**src/hdl/order_book_match_engine_macros.svh**
```systemverilog
// Assertion macros for the order book match engine.
`ifndef ORDER_BOOK_MATCH_ENGINE_MACROS_SVH
`define ORDER_BOOK_MATCH_ENGINE_MACROS_SVH

`ifndef NO_ASSERTIONS

`define OBME_ASSERT(lbl, prop, msg) \
  lbl: assert property (@(posedge clk_i) disable iff (!rst_ni) prop) else $error(msg);

`define OBME_ASSERT_NEXT(lbl, ante, cons, msg) \
  lbl: assert property (@(posedge clk_i) disable iff (!rst_ni) (ante) |=> (cons)) \
    else $error(msg);

`else

`define OBME_ASSERT(lbl, prop, msg)

`define OBME_ASSERT_NEXT(lbl, ante, cons, msg)

`endif

`endif

```
**src/hdl/obme_pkg.sv**
```systemverilog
// Shared types and constants for the order book match engine.
package obme_pkg;

  localparam int unsigned QtyW   = 16;
  localparam int unsigned PriceW = 20;
  localparam int unsigned CountW = 7;
  localparam int unsigned InW    = 40;
  localparam int unsigned OutW   = 32;

  typedef struct packed {
    logic [PriceW-1:0] price;
    logic [QtyW-1:0]   qty;
    logic              side;
  } entry_t;

  typedef struct packed {
    logic              found;
    logic [PriceW-1:0] price;
  } cand_t;

  typedef struct packed {
    logic [2:0]        pad;
    logic [CountW-1:0] count;
    logic              full;
    logic [PriceW-1:0] price;
    logic              matched;
  } res_t;

  typedef enum logic [1:0] {
    ST_IDLE,
    ST_SEARCH,
    ST_COMMIT
  } state_e;

endpackage

```
**src/hdl/obme_cell.sv**
```systemverilog
// One book slot: holds an entry, updates the running best match, shifts or loads.
module obme_cell #(
  parameter int unsigned IdxW    = 6,
  parameter int unsigned CellIdx = 0
) (
  input  logic            clk_i,
  input  logic            rst_ni,
  input  logic            valid_i,
  input  obme_pkg::entry_t order_i,
  input  obme_pkg::cand_t cand_i,
  input  logic [IdxW-1:0] cand_idx_i,
  output obme_pkg::cand_t cand_o,
  output logic [IdxW-1:0] cand_idx_o,
  input  logic            shift_i,
  input  obme_pkg::entry_t next_i,
  input  logic            load_i,
  output obme_pkg::entry_t entry_o
);
  import obme_pkg::*;

  entry_t          entry_q, entry_d;
  cand_t           cand_q, cand_d;
  logic [IdxW-1:0] idx_q, idx_d;
  logic            take;

  always_comb begin
    take = valid_i && (entry_q.side != order_i.side) && (entry_q.qty == order_i.qty) &&
           (!cand_i.found ||
            (order_i.side && (entry_q.price < cand_i.price)) ||
            (!order_i.side && (entry_q.price > cand_i.price)));
    if (take) begin
      cand_d.found = 1'b1;
      cand_d.price = entry_q.price;
      idx_d        = IdxW'(CellIdx);
    end else begin
      cand_d = cand_i;
      idx_d  = cand_idx_i;
    end
  end

  always_comb begin
    if (load_i) begin
      entry_d = order_i;
    end else if (shift_i) begin
      entry_d = next_i;
    end else begin
      entry_d = entry_q;
    end
  end

  always_ff @(posedge clk_i or negedge rst_ni) begin
    if (!rst_ni) begin
      cand_q <= '0;
      idx_q  <= '0;
    end else begin
      cand_q <= cand_d;
      idx_q  <= idx_d;
    end
  end

  always_ff @(posedge clk_i) begin
    entry_q <= entry_d;
  end

  assign cand_o     = cand_q;
  assign cand_idx_o = idx_q;
  assign entry_o    = entry_q;

endmodule

```
**config.mk**
```make
export PLATFORM = sky130hd
export DESIGN_NAME = obme_cell
export DESIGN_NICKNAME = d
export VERILOG_FILES = /design/src/hdl/order_book_match_engine_macros.svh /design/src/hdl/obme_pkg.sv /design/src/hdl/obme_cell.sv
export SDC_FILE = /design/constraint.sdc
export NUM_CORES = 1
export LEC_CHECK = 0
export ABC_AREA = 1
export BUFFER_PORTS_ARGS = -buffer_cell sky130_fd_sc_hd__buf_4
export CORE_MARGIN = 2
export CORE_UTILIZATION = 47
export CTS_CLUSTER_DIAMETER = 50
export DETAILED_ROUTE_END_ITERATION = 6
export GPL_TIMING_DRIVEN = 0
export PLACE_DENSITY_LB_ADDON = 0.12
export SYNTH_ARGS = -nofsm -noshare
export SYNTH_HDL_FRONTEND = slang
export SYNTH_SLANG_ARGS = --single-unit
```
**constraint.sdc**
```tcl
create_clock -name clk_i -period 2.25 [get_ports clk_i]
set_clock_uncertainty 0.15 [all_clocks]
set_input_delay 0.45 -clock clk_i [delete_from_list [all_inputs] [get_ports clk_i]]
set_output_delay 0.45 -clock clk_i [all_outputs]
set_load 0.005 [all_outputs]
```
After elaboration in Yosys (flattened, before gate mapping):

Cells that the tools add are included.

* register bits: 64
* latch bits: 0
* bits in writable memories: 0
* ROM bits: 0
* input port bits: 106
* memories kept: 0

* add/subtract/negate cells: 0
* multipliers: 0
* div/mod/pow operators: 0
* magnitude comparators: 2
* equality and inequality tests: 2
* shift operators: 0
* mux-type cells: 4
* bitwise operators: 0
* reduce and logical (&&, ||, !) cells: 10

Operator list (count)
* 37-bit two-way mux: 2
* 21-bit two-way mux: 1
* 20-bit > comparator: 1
* 20-bit less-than comparator: 1
* 16-bit equality test: 1
* 6-bit two-way mux: 1
* 1-bit logical AND: 5
* 1-bit zero test: 2
* 1-bit logical OR: 2
* 2-bit nonzero test: 1
* 1-bit != test: 1

Logic depth before layout (Yosys ltp):

Gate-level depths: netlist of the first run.

* depth in word-level cells: 6
* depth in mapped cells: 17

Worst setup path before layout of the first run:

Ideal clock, no wire load.

* path type: input-to-reg
* start point: in cand_i[19] in the netlist's numbering
* end point: reg cand_q (netlist bit cand_o[1])
* arrival time: 1.722 ns
* data required time: 1.983 ns
* path slack: 0.261 ns
* stages on the path: 15
* buffers on the path: 1
* path through: inv_1 ha_1 nand2_2 inv_1 nand2_1 nand2_1 a21oi_1 nand3_1 nand2_1 nand2_2 nand2_4 nand2_4 buf_12 nand2_2 nand2_1

RTL lines
* start, declared: line obme_cell.sv:10 `input obme_pkg::cand_t cand_i,`
* end signal, assigned: line obme_cell.sv:56 `cand_q <= cand_d;`
* end, declared: line obme_cell.sv:22 `cand_t cand_q, cand_d;`

==> flow_metrics.env, run 1 <==
export IMPL_cts_buffer_depth=2
export IMPL_n_antenna_cell=0
export IMPL_synth_xor_area_share=0.0250
export IMPL_peakVddDrop_uv=362
export IMPL_r2r_start="entry_o[32]$_DFFE_PP_"
export IMPL_syn_nets=528
export IMPL_path_common_cell="nand2_1"
export IMPL_r2r_slack_ns=0.10
export IMPL_wl_per_cell_um=13.3
export IMPL_cts_sinks=64
export IMPL_synth_fa_ha_area_frac=0.0715
export IMPL_hold_class="input pin to flop"
export IMPL_yosysWarningCount=0
export IMPL_dp_cells=670
export IMPL_overflow=0
export IMPL_grt_usage=0.229
export IMPL_min_period_ns=2.15
export IMPL_finalInstanceArea_um2=5200
export IMPL_layout_cells_non_filler=694
export IMPL_endpoint="cand_o[18]$_DFF_PN0_"
export IMPL_final_nets=716
export IMPL_antenna_found_initial=0
export IMPL_status="finished, final reports clean"
export IMPL_postSynthRegisterBits=64
export IMPL_portBuffers=169
export IMPL_hold_ws_ns=0.164
export IMPL_gp_congestion=0.810
export IMPL_drc=0
export IMPL_cts_tree="yes"
export IMPL_first_pass_iters=5
export IMPL_area_growth_pct=48.6
export IMPL_worst_pin_slew_ns=0.866
export IMPL_cp_slowest_cell="edfxtp_1"
export IMPL_vias_per_cell=4.70
export IMPL_synth_area_per_cell_um2=8.70
export IMPL_finalHoldViolCount=0
export IMPL_yosys_area_top_type="edfxtp_1"
export IMPL_fp_dieArea_um2=8150
export IMPL_n_fill_cell=586
export IMPL_rr_worst_depth=13
export IMPL_core_area_um2=7210
export IMPL_setup_slack_ns=0.105
export IMPL_cp_top_family="simple AND/OR/NAND/NOR gates"
export IMPL_tns_ns=0
export IMPL_drtAntennaViolNets=0
export IMPL_cpPeakStageDelay_ns=0.47
export IMPL_io_pin_count=170
export IMPL_synth_edff_count=37
export IMPL_crit_required_ns=2.32
export IMPL_grt_pass1_vias=3097
export IMPL_dp_hpwl_mm=7.19
export IMPL_syn_inst=402
export IMPL_worstSetupEndpointType="flop"
export IMPL_synth_common_cells="161 x nand2_1, 45 x inv_1, 37 x edfxtp_1"
export IMPL_via_count=3263
export IMPL_leakage_nw=2.77
export IMPL_synth_top_family_by_area="simple AND/OR/NAND/NOR gates"
export IMPL_clk_latency_ns=0.34
export IMPL_cts_max_level=3
export IMPL_fmax_mhz=466
export IMPL_fin_crit_sh=0.953
export IMPL_drive_above_1_share=0.382
export IMPL_die_w_um=90.3
export IMPL_maxCapViolCount=0
export IMPL_synth_mux_area_frac=0
export IMPL_grt_max_degree=38
export IMPL_yosysSeqAreaShare=0.511
export IMPL_die_h_um=90.3
export IMPL_synth_compound_area_frac=0.0393
export IMPL_synth_main_ff_cell="edfxtp_1"
export IMPL_critical_path_class="flop to flop"
export IMPL_drt_total_wl_mm=9.26
export IMPL_ys_async_sr_fraction=0.422
export IMPL_yosysUniqueCellTypes=25
export IMPL_synthSimpleGateAreaFrac=0.279
export IMPL_dp_slack_ns=-0.0448
export IMPL_worstPathMaxFanout=10
export IMPL_grt_pass1_wl_mm=14.8
export IMPL_clk_pin_slew_ns=0.08
export IMPL_start_kind="flop"
export IMPL_first_iter_violations=56
export IMPL_drv_slew=0
export IMPL_crit_path_start="entry_o[32]$_DFFE_PP_"
export IMPL_synth_most_common_cell="nand2_1"
export IMPL_synthesis_area_um2=3500
export IMPL_cp_arrival_ns=2.21
export IMPL_cts_buffers=9
export IMPL_p_per_area_nw_per_um2=615
export IMPL_whs_path_depth=3
export IMPL_netlist_top_cells_area="edfxtp_1 32%, dfrtp_1 19%, nand2_1 17%, ha_1 7.2%, inv_1 4.8%"
export IMPL_synth_top_area_frac=0.318
export IMPL_crit_cells=13
export IMPL_crit_chain="ha_4, nand2_1, nor2_2, nand2_2, nor2_2, nand2_1, nand4_1, nand2_2, nand2_4, nand2_4, buf_6, nand2_1, nand2_1"
export IMPL_r2r_end="cand_o[18]$_DFF_PN0_"
export IMPL_placed_area_um2=4890
export IMPL_initial_core_util=0.485
export IMPL_rows=31
export IMPL_slew_headroom=0.423
export IMPL_finalSetupViolations=0
export IMPL_cp_buffers_inverters=1
export IMPL_cts_root_buffer="clkbuf_8"
-- power by group --
group	internal, mW	switching, mW	total [mW]
registers	1.36	0.0744	1.44
clock network	0.614	0.452	1.07
logic	0.383	0.311	0.694
total	2.36	0.838	3.20
-- layout by cell type (no fill, tap or decap) --
| cell | instances |
|---|---|
| buf_4 | 180 |
| nand2_1 | 161 |
| inv_1 | 45 |
| edfxtp_1 | 37 |
| dfrtp_1 | 27 |
| nand3_1 | 21 |
| ha_1 | 18 |
| nand2_2 | 13 |
| o21ai_0 | 11 |
| nor2_1 | 10 |
| clkbuf_8 | 9 |
| xnor2_1 | 7 |
| clkbuf_1 | 6 |
| nand4_1 | 6 |
| a21boi_0 | 6 |
| a21oi_1 | 5 |
| or2_2 | 5 |
| nor2_2 | 3 |
| xor2_1 | 3 |
| clkinv_2 | 3 |
| buf_1 | 2 |
| nor2_4 | 2 |
| nand2_4 | 2 |
| nor3_2 | 2 |
| ha_4 | 2 |
| bufinv_16 | 2 |
| a21o_1 | 1 |
| a21oi_2 | 1 |
| buf_6 | 1 |
| buf_12 | 1 |
| clkinvlp_4 | 1 |
| clkinv_1 | 1 |
| dlygate4sd3_1 | 1 |
-- tightest hold or removal path, stage by stage --
cell	delay [ns]
buf_4	0.09
nand2_2	0.04
nand2_1	0.04
-- logic make-up after synthesis --
logic type	Yosys count
compound gates	24
flops	64
xor+xnor	10
buf+inv	59
fa+ha+maj	20
simple gates	225
-- per-layer routing --
metal	track usage	routed length (um)	vias to the layer above
met4	0.0692	115	0
met5	0	0	-
li1	-	-	1648
met3	0.0701	753	12
met1	0.260	3620	1461
met2	0.412	4770	142
-- worst min path at each step --
stage | start | end | slack, ns
global placement | rst_ni | cand_o[18]$_DFF_PN0_ | 0.22
finish | cand_i[4] | cand_o[4]$_DFF_PN0_ | 0.16
floorplan | rst_ni | cand_idx_o[0]$_DFF_PN0_ | 0.004
detailed placement | rst_ni | cand_o[19]$_DFF_PN0_ | 0.22
global route | cand_i[3] | cand_o[3]$_DFF_PN0_ | 0.16
CTS | cand_i[4] | cand_o[4]$_DFF_PN0_ | 0.16
-- layout make-up --
| cell class | instances | area [um^2] | area share |
|---|---|---|---|
| Timing Repair Buffer | 177 | 1330 | 0.256 |
| Tap cell | 99 | 124 | 0.0238 |
| Sequential cell | 64 | 1790 | 0.344 |
| Multi-Input combinational cell | 279 | 1490 | 0.286 |
| Clock buffer | 9 | 124 | 0.0238 |
| Clock inverter | 7 | 86.3 | 0.0166 |
| Inverter | 45 | 169 | 0.0325 |
| Buffer | 14 | 91.3 | 0.0176 |
-- registers in the layout, summed over array words and instances (netlist names) --
name / cells
cand_o: 21
entry_o: 37
cand_idx_o: 6
-- stage by stage --
step	utilization	power, mW
2_1_floorplan	-	1.72
3_3_place_gp	0.678	2.10
3_5_place_dp	0.678	2.12
4_1_cts	0.708	3.18
5_1_grt	0.720	3.36
6_report	0.720	3.20
-- timing repair --
action	CTS	global route
resized for setup	0	5
hold endpoints to repair	27	0
setup buffers	0	7
endpoints found under the setup margin	0	20
hold buffers	1	0
Power figures use the tool's default switching activity.
==> inputs of run 2 (changes only) <==
--- a/config.mk
+++ b/config.mk
@@ -13,6 +13,8 @@
 export DETAILED_ROUTE_END_ITERATION = 6
 export GPL_TIMING_DRIVEN = 0
 export PLACE_DENSITY_LB_ADDON = 0.12
+export SETUP_SLACK_MARGIN = 0.15
+export SLEW_MARGIN = 20
 export SYNTH_ARGS = -nofsm -noshare
 export SYNTH_HDL_FRONTEND = slang
 export SYNTH_SLANG_ARGS = --single-unit
==> run 2 against run 1 <==
Against the previous run:
- final cell count up 1.9%
- critical path depth grew 1
- design area grew 7.1%
- flip-flop and latch count stayed put
- global-route usage is 0.65 points higher
- total power is 4.5% higher
- critical path type unchanged
- largest cell class unchanged
==> flow_metrics.env, run 2 (synthesized netlist as in run 1, its figures left out) <==
export IMPL_min_period_ns=2.19
export IMPL_clk_latency_ns=0.34
export IMPL_drtAntennaViolNets=0
export IMPL_totalPowerFinal_mw=3.34
export IMPL_overflow=0
export IMPL_final_nets=729
export IMPL_layout_cells_non_filler=707
export IMPL_drv_slew=0
export IMPL_via_count=3402
export IMPL_drive_above_1_share=0.457
export IMPL_peakVddDrop_uv=364
export IMPL_critical_path_class="flop to flop"
export IMPL_fin_crit_sh=0.975
export IMPL_ff_latch_area_um2=1790
export IMPL_finalHoldViolCount=0
export IMPL_cts_sinks=64
export IMPL_area_growth_pct=59.0
export IMPL_antenna_found_initial=0
export IMPL_worst_pin_slew_ns=0.878
export IMPL_vias_per_cell=4.81
export IMPL_crit_chain="ha_4, a21oi_2, nand2_2, nand2_1, nand2_1, nand2_2, nand3_2, nand2_2, nand2_2, nand2_4, nand2_8, clkbuf_16, nand2_2, nand2_1"
export IMPL_cpPeakStageDelay_ns=0.47
export IMPL_finalSetupViolations=0
export IMPL_rsz0062_at_grt="yes"
export IMPL_cts_root_buffer="clkbuf_8"
export IMPL_cts_buffer_depth=2
export IMPL_maxCapViolCount=0
export IMPL_tns_ns=0
export IMPL_cp_buffers_inverters=1
export IMPL_n_antenna_cell=0
export IMPL_drc=0
export IMPL_die_w_um=90.3
export IMPL_fmax_mhz=456
export IMPL_gp_congestion=0.810
export IMPL_finalInstanceArea_um2=5560
export IMPL_fp_dieArea_um2=8150
export IMPL_portBuffers=169
export IMPL_core_area_um2=7210
export IMPL_start_kind="flop"
export IMPL_placed_area_um2=4890
export IMPL_worstSetupEndpointType="flop"
export IMPL_clk_pin_slew_ns=0.07
export IMPL_dp_cells=670
export IMPL_crit_required_ns=2.32
export IMPL_cp_top_family="simple AND/OR/NAND/NOR gates"
export IMPL_layout_common_cells="188 x buf_4, 133 x nand2_1, 44 x inv_1, 37 x edfxtp_1, 34 x nand2_2"
export IMPL_initial_core_util=0.485
export IMPL_mostFrequentLayoutCell="buf_4"
export IMPL_slew_headroom=0.415
export IMPL_leakage_nw=2.88
export IMPL_cts_max_level=3
export IMPL_cts_tree="yes"
export IMPL_grt_max_degree=38
export IMPL_cp_arrival_ns=2.27
export IMPL_hold_class="input pin to flop"
export IMPL_wl_per_cell_um=14.7
export IMPL_rows=31
export IMPL_status="finished, final reports clean"
export IMPL_die_h_um=90.3
export IMPL_grt_pass1_vias=3189
export IMPL_grt_pass1_wl_mm=15.2
export IMPL_grt_usage=0.235
export IMPL_worstPathMaxFanout=5
export IMPL_first_pass_iters=4
export IMPL_largest_reg_flops=37
export IMPL_path_common_cell="nand2_2"
export IMPL_io_pin_count=170
export IMPL_dp_hpwl_mm=7.19
export IMPL_p_per_area_nw_per_um2=600
export IMPL_multiInputGateArea_um2=1710
export IMPL_n_fill_cell=509
export IMPL_cp_slowest_cell="edfxtp_1"
export IMPL_cts_buffers=9
export IMPL_drt_total_wl_mm=10.4
export IMPL_first_iter_violations=98
run 2: where the power goes:
part           internal (mW)  total [mW]  switching, mW  leakage (nW)
Clock                  0.614        1.07          0.458         0.106
Combinational          0.458       0.828          0.371          2.08
Sequential              1.36        1.44         0.0774         0.696
Total                   2.43        3.34          0.906          2.88
run 2: layout make-up:
cell class / count / area share
clock buffers: 9 / 0.0223
repair buffers: 190 / 0.263
multi-input cells: 279 / 0.308
flip-flops and latches: 64 / 0.321
inverters: 45 / 0.0304
clock inverters: 7 / 0.0155
plain buffers: 14 / 0.0178
well taps: 99 / 0.0223
run 2: final timing paths:
| check | startpoint | end | slack, ns | depth (start not counted) |
|---|---|---|---|---|
| worst min-delay path | cand_i[4] | cand_o[4]$_DFF_PN0_ | 0.16 | 3 |
| worst min register to register | entry_o[19]$_DFFE_PP_ | cand_o[2]$_DFF_PN0_ | 0.42 | 2 |
| worst max register to register | entry_o[24]$_DFFE_PP_ | cand_o[9]$_DFF_PN0_ | 0.06 | 14 |
| worst max-delay path | entry_o[24]$_DFFE_PP_ | cand_o[9]$_DFF_PN0_ | 0.06 | 14 |
| min in group asynchronous | rst_ni | cand_o[19]$_DFF_PN0_ | 0.40 | 2 |
| max in group asynchronous | rst_ni | cand_o[10]$_DFF_PN0_ | 1.31 | 2 |
run 2: tightest hold or removal path: cells and delay by family:
| kind | cells | cell delay [ns] |
|---|---|---|
| buf+inv | 1 | 0.09 |
| simple gates | 2 | 0.07 |
run 2: stage by stage:
step	util	worst slack, ns	hold WS [ns]
final	0.771	0.0573	0.160
after global routing	0.771	-0.0220	0.159
after CTS	0.722	0.140	0.155
after detailed placement	0.678	-0.0448	0.219
after global placement	0.678	-0.0151	0.218
after floorplan	-	0.261	0.00441
run 2: metal layers:
metal / global-route usage / vias to the layer above / part of all wire
met2: 0.417 / 140 / 0.52
met1: 0.271 / 1572 / 0.39
met4: 0.0795 / 0 / 0.014
met5: 0 / - / 0
met3: 0.0701 / 16 / 0.076
li1: - / 1674 / -
run 2: what timing repair did:
| item | CTS | global route |
|---|---|---|
| hold buffers | 1 | 0 |
| buffers inserted | 9 | 9 |
| cloned | 0 | 2 |
| hold endpoints to repair | 27 | 0 |
| endpoints found under the setup margin | 20 | 26 |
| resized for setup | 3 | 55 |
| pin swaps | 5 | 21 |
==> inputs of run 3 (changes only) <==
--- a/config.mk
+++ b/config.mk
@@ -6,9 +6,9 @@
 export NUM_CORES = 1
 export LEC_CHECK = 0
 export ABC_AREA = 1
-export BUFFER_PORTS_ARGS = -buffer_cell sky130_fd_sc_hd__buf_4
-export CORE_MARGIN = 2
-export CORE_UTILIZATION = 47
+export BUFFER_PORTS_ARGS = -buffer_cell sky130_fd_sc_hd__buf_2
+export CORE_UTILIZATION = 48
+export CTS_BUF_LIST = sky130_fd_sc_hd__clkbuf_8
 export CTS_CLUSTER_DIAMETER = 50
 export DETAILED_ROUTE_END_ITERATION = 6
 export GPL_TIMING_DRIVEN = 0
==> run 3 against run 2 <==
Against the previous run:
- the run now ends with setup timing left
- non-clock buffer count shrank 4
- utilization shrank 4.9 points
- combinational power shrank 20%
- via count shrank 0.79%
==> flow_metrics.env, run 3 (synthesized netlist as in run 1, its figures left out) <==
export IMPL_status="finished with violations"
export IMPL_violations="setup timing"
export IMPL_cts_sinks=64
export IMPL_cts_root_buffer="clkbuf_8"
export IMPL_cp_arrival_ns=2.36
export IMPL_via_count=3375
export IMPL_grt_pass1_wl_mm=14.1
export IMPL_drtAntennaViolNets=0
export IMPL_core_area_um2=6910
export IMPL_die_w_um=87.4
export IMPL_mostFrequentLayoutCell="buf_2"
export IMPL_grt_max_degree=38
export IMPL_worstSetupEndpointType="flop"
export IMPL_antenna_found_initial=0
export IMPL_placed_area_um2=4460
export IMPL_finalSetupViolations=20
export IMPL_first_pass_iters=4
export IMPL_wl_per_cell_um=14.1
export IMPL_gp_congestion=0.820
export IMPL_peakVddDrop_uv=400
export IMPL_finalHoldViolCount=0
export IMPL_maxCapViolCount=0
export IMPL_grt_busiest_layer="met2"
export IMPL_first_iter_violations=101
export IMPL_overflow=0
export IMPL_critical_path_class="flop to flop"
export IMPL_layout_cells_non_filler=700
export IMPL_hold_class="input pin to flop"
export IMPL_dp_cells=667
export IMPL_rr_worst_depth=16
export IMPL_clk_latency_ns=0.34
export IMPL_grt_usage=0.244
export IMPL_area_growth_pct=42.6
export IMPL_worstPathMaxFanout=5
export IMPL_cts_tree="yes"
export IMPL_setup_slack_ns=-0.0313
export IMPL_die_h_um=87.4
export IMPL_crit_required_ns=2.33
export IMPL_p_per_area_nw_per_um2=657
export IMPL_grt_use_met1=0.284
export IMPL_clk_pin_slew_ns=0.08
export IMPL_grt_pass1_vias=3068
export IMPL_met3_usage=0.0701
export IMPL_initial_core_util=0.507
export IMPL_grtUsageMet2=0.422
export IMPL_r2r_end="cand_o[6]$_DFF_PN0_"
export IMPL_n_antenna_cell=0
export IMPL_slew_headroom=0.407
export IMPL_min_period_ns=2.28
export IMPL_r2r_slack_ns=-0.03
export IMPL_drc=0
export IMPL_finalInstanceArea_um2=4990
export IMPL_vias_per_cell=4.82
export IMPL_start_kind="flop"
export IMPL_fmax_mhz=438
export IMPL_dp_hpwl_mm=6.84
export IMPL_cts_buffer_depth=2
export IMPL_fp_dieArea_um2=7630
export IMPL_largest_reg_flops=37
export IMPL_drive_above_1_share=0.421
export IMPL_cts_buffers=9
export IMPL_r2r_start="entry_o[23]$_DFFE_PP_"
export IMPL_layout_common_cells="169 x buf_2, 144 x nand2_1, 46 x inv_1, 37 x edfxtp_1, 27 x dfrtp_1"
export IMPL_portBuffers=169
export IMPL_io_pin_count=170
export IMPL_endpoint="cand_o[6]$_DFF_PN0_"
export IMPL_crit_path_start="entry_o[23]$_DFFE_PP_"
export IMPL_drv_slew=0
export IMPL_leakage_nw=2.70
export IMPL_final_nets=725
export IMPL_worst_pin_slew_ns=0.890
export IMPL_rows=30
export IMPL_drt_total_wl_mm=9.89
export IMPL_rsz0062_at_grt="yes"
export IMPL_cts_max_level=3
export IMPL_fin_crit_sh=1.01
[run 3: critical path: stages (launching register included)]
cell and delay (ns):
edfxtp_1 0.45, ha_1 0.32, nand2_1 0.11, inv_1 0.06
nand2_1 0.07, nand2_1 0.07, nand2_1 0.06, nand2_1 0.05
nand2_1 0.08, nand3_1 0.08, nand2_1 0.08, nand2_2 0.07
nand2_4 0.13, nand2_8 0.09, clkbuf_16 0.18, nand2_2 0.06
nand2_1 0.04
[run 3: report_power, final]
group / switching [mW] / leakage (nW) / internal [mW]
Combinational: 0.346 / 1.88 / 0.320
Clock: 0.453 / 0.120 / 0.728
Sequential: 0.0692 / 0.696 / 1.36
Total: 0.868 / 2.70 / 2.41
[run 3: how the worst min path moves through the flow]
stage	cells past startpoint	slack (ns)	endpoint	startpoint
after floorplan	0	0.004	cand_idx_o[0]$_DFF_PN0_	rst_ni
after global placement	1	0.32	cand_o[17]$_DFF_PN0_	rst_ni
after detailed placement	1	0.32	cand_o[17]$_DFF_PN0_	rst_ni
after CTS	3	0.17	cand_o[11]$_DFF_PN0_	cand_i[11]
after global routing	3	0.17	cand_o[6]$_DFF_PN0_	cand_i[6]
final	3	0.17	cand_o[6]$_DFF_PN0_	cand_i[6]
[run 3: metrics by stage]
step	worst slack (ns)	setup TNS [ns]	util	hold WS (ns)	power [mW]
2_1_floorplan	0.261	0	-	0.00441	1.72
3_3_place_gp	-0.0274	-0.203	0.646	0.318	1.99
3_5_place_dp	-0.0637	-0.974	0.646	0.321	2.01
4_1_cts	0.116	0	0.699	0.166	3.23
5_1_grt	-0.154	-3.17	0.722	0.173	3.41
6_report	-0.0313	-0.360	0.722	0.171	3.28
[run 3: final cells by class]
cell class,count,area (um^2)
Sequential cell,64,1790
Timing Repair Buffer,186,1010
Clock buffer,9,124
Buffer,14,98.8
Clock inverter,7,111
Multi-Input combinational cell,279,1570
Fill cell,547,1920
Inverter,45,169
Tap cell,96,120
[run 3: repair_timing]
| item | CTS | global route |
|---|---|---|
| resized for setup | 5 | 27 |
| pin swaps | 4 | 13 |
| endpoints found under the setup margin | 20 | 26 |
| setup buffers | 9 | 5 |
| hold endpoints to repair | 27 | 0 |
| cloned | 0 | 2 |
| hold buffers | 1 | 0 |
[run 3: layer usage]
layer | vias to the layer above | wire length (um)
li1 | 1669 | -
met1 | 1541 | 3980
met2 | 145 | 4930
met3 | 20 | 759
met4 | 0 | 223
met5 | - | 0
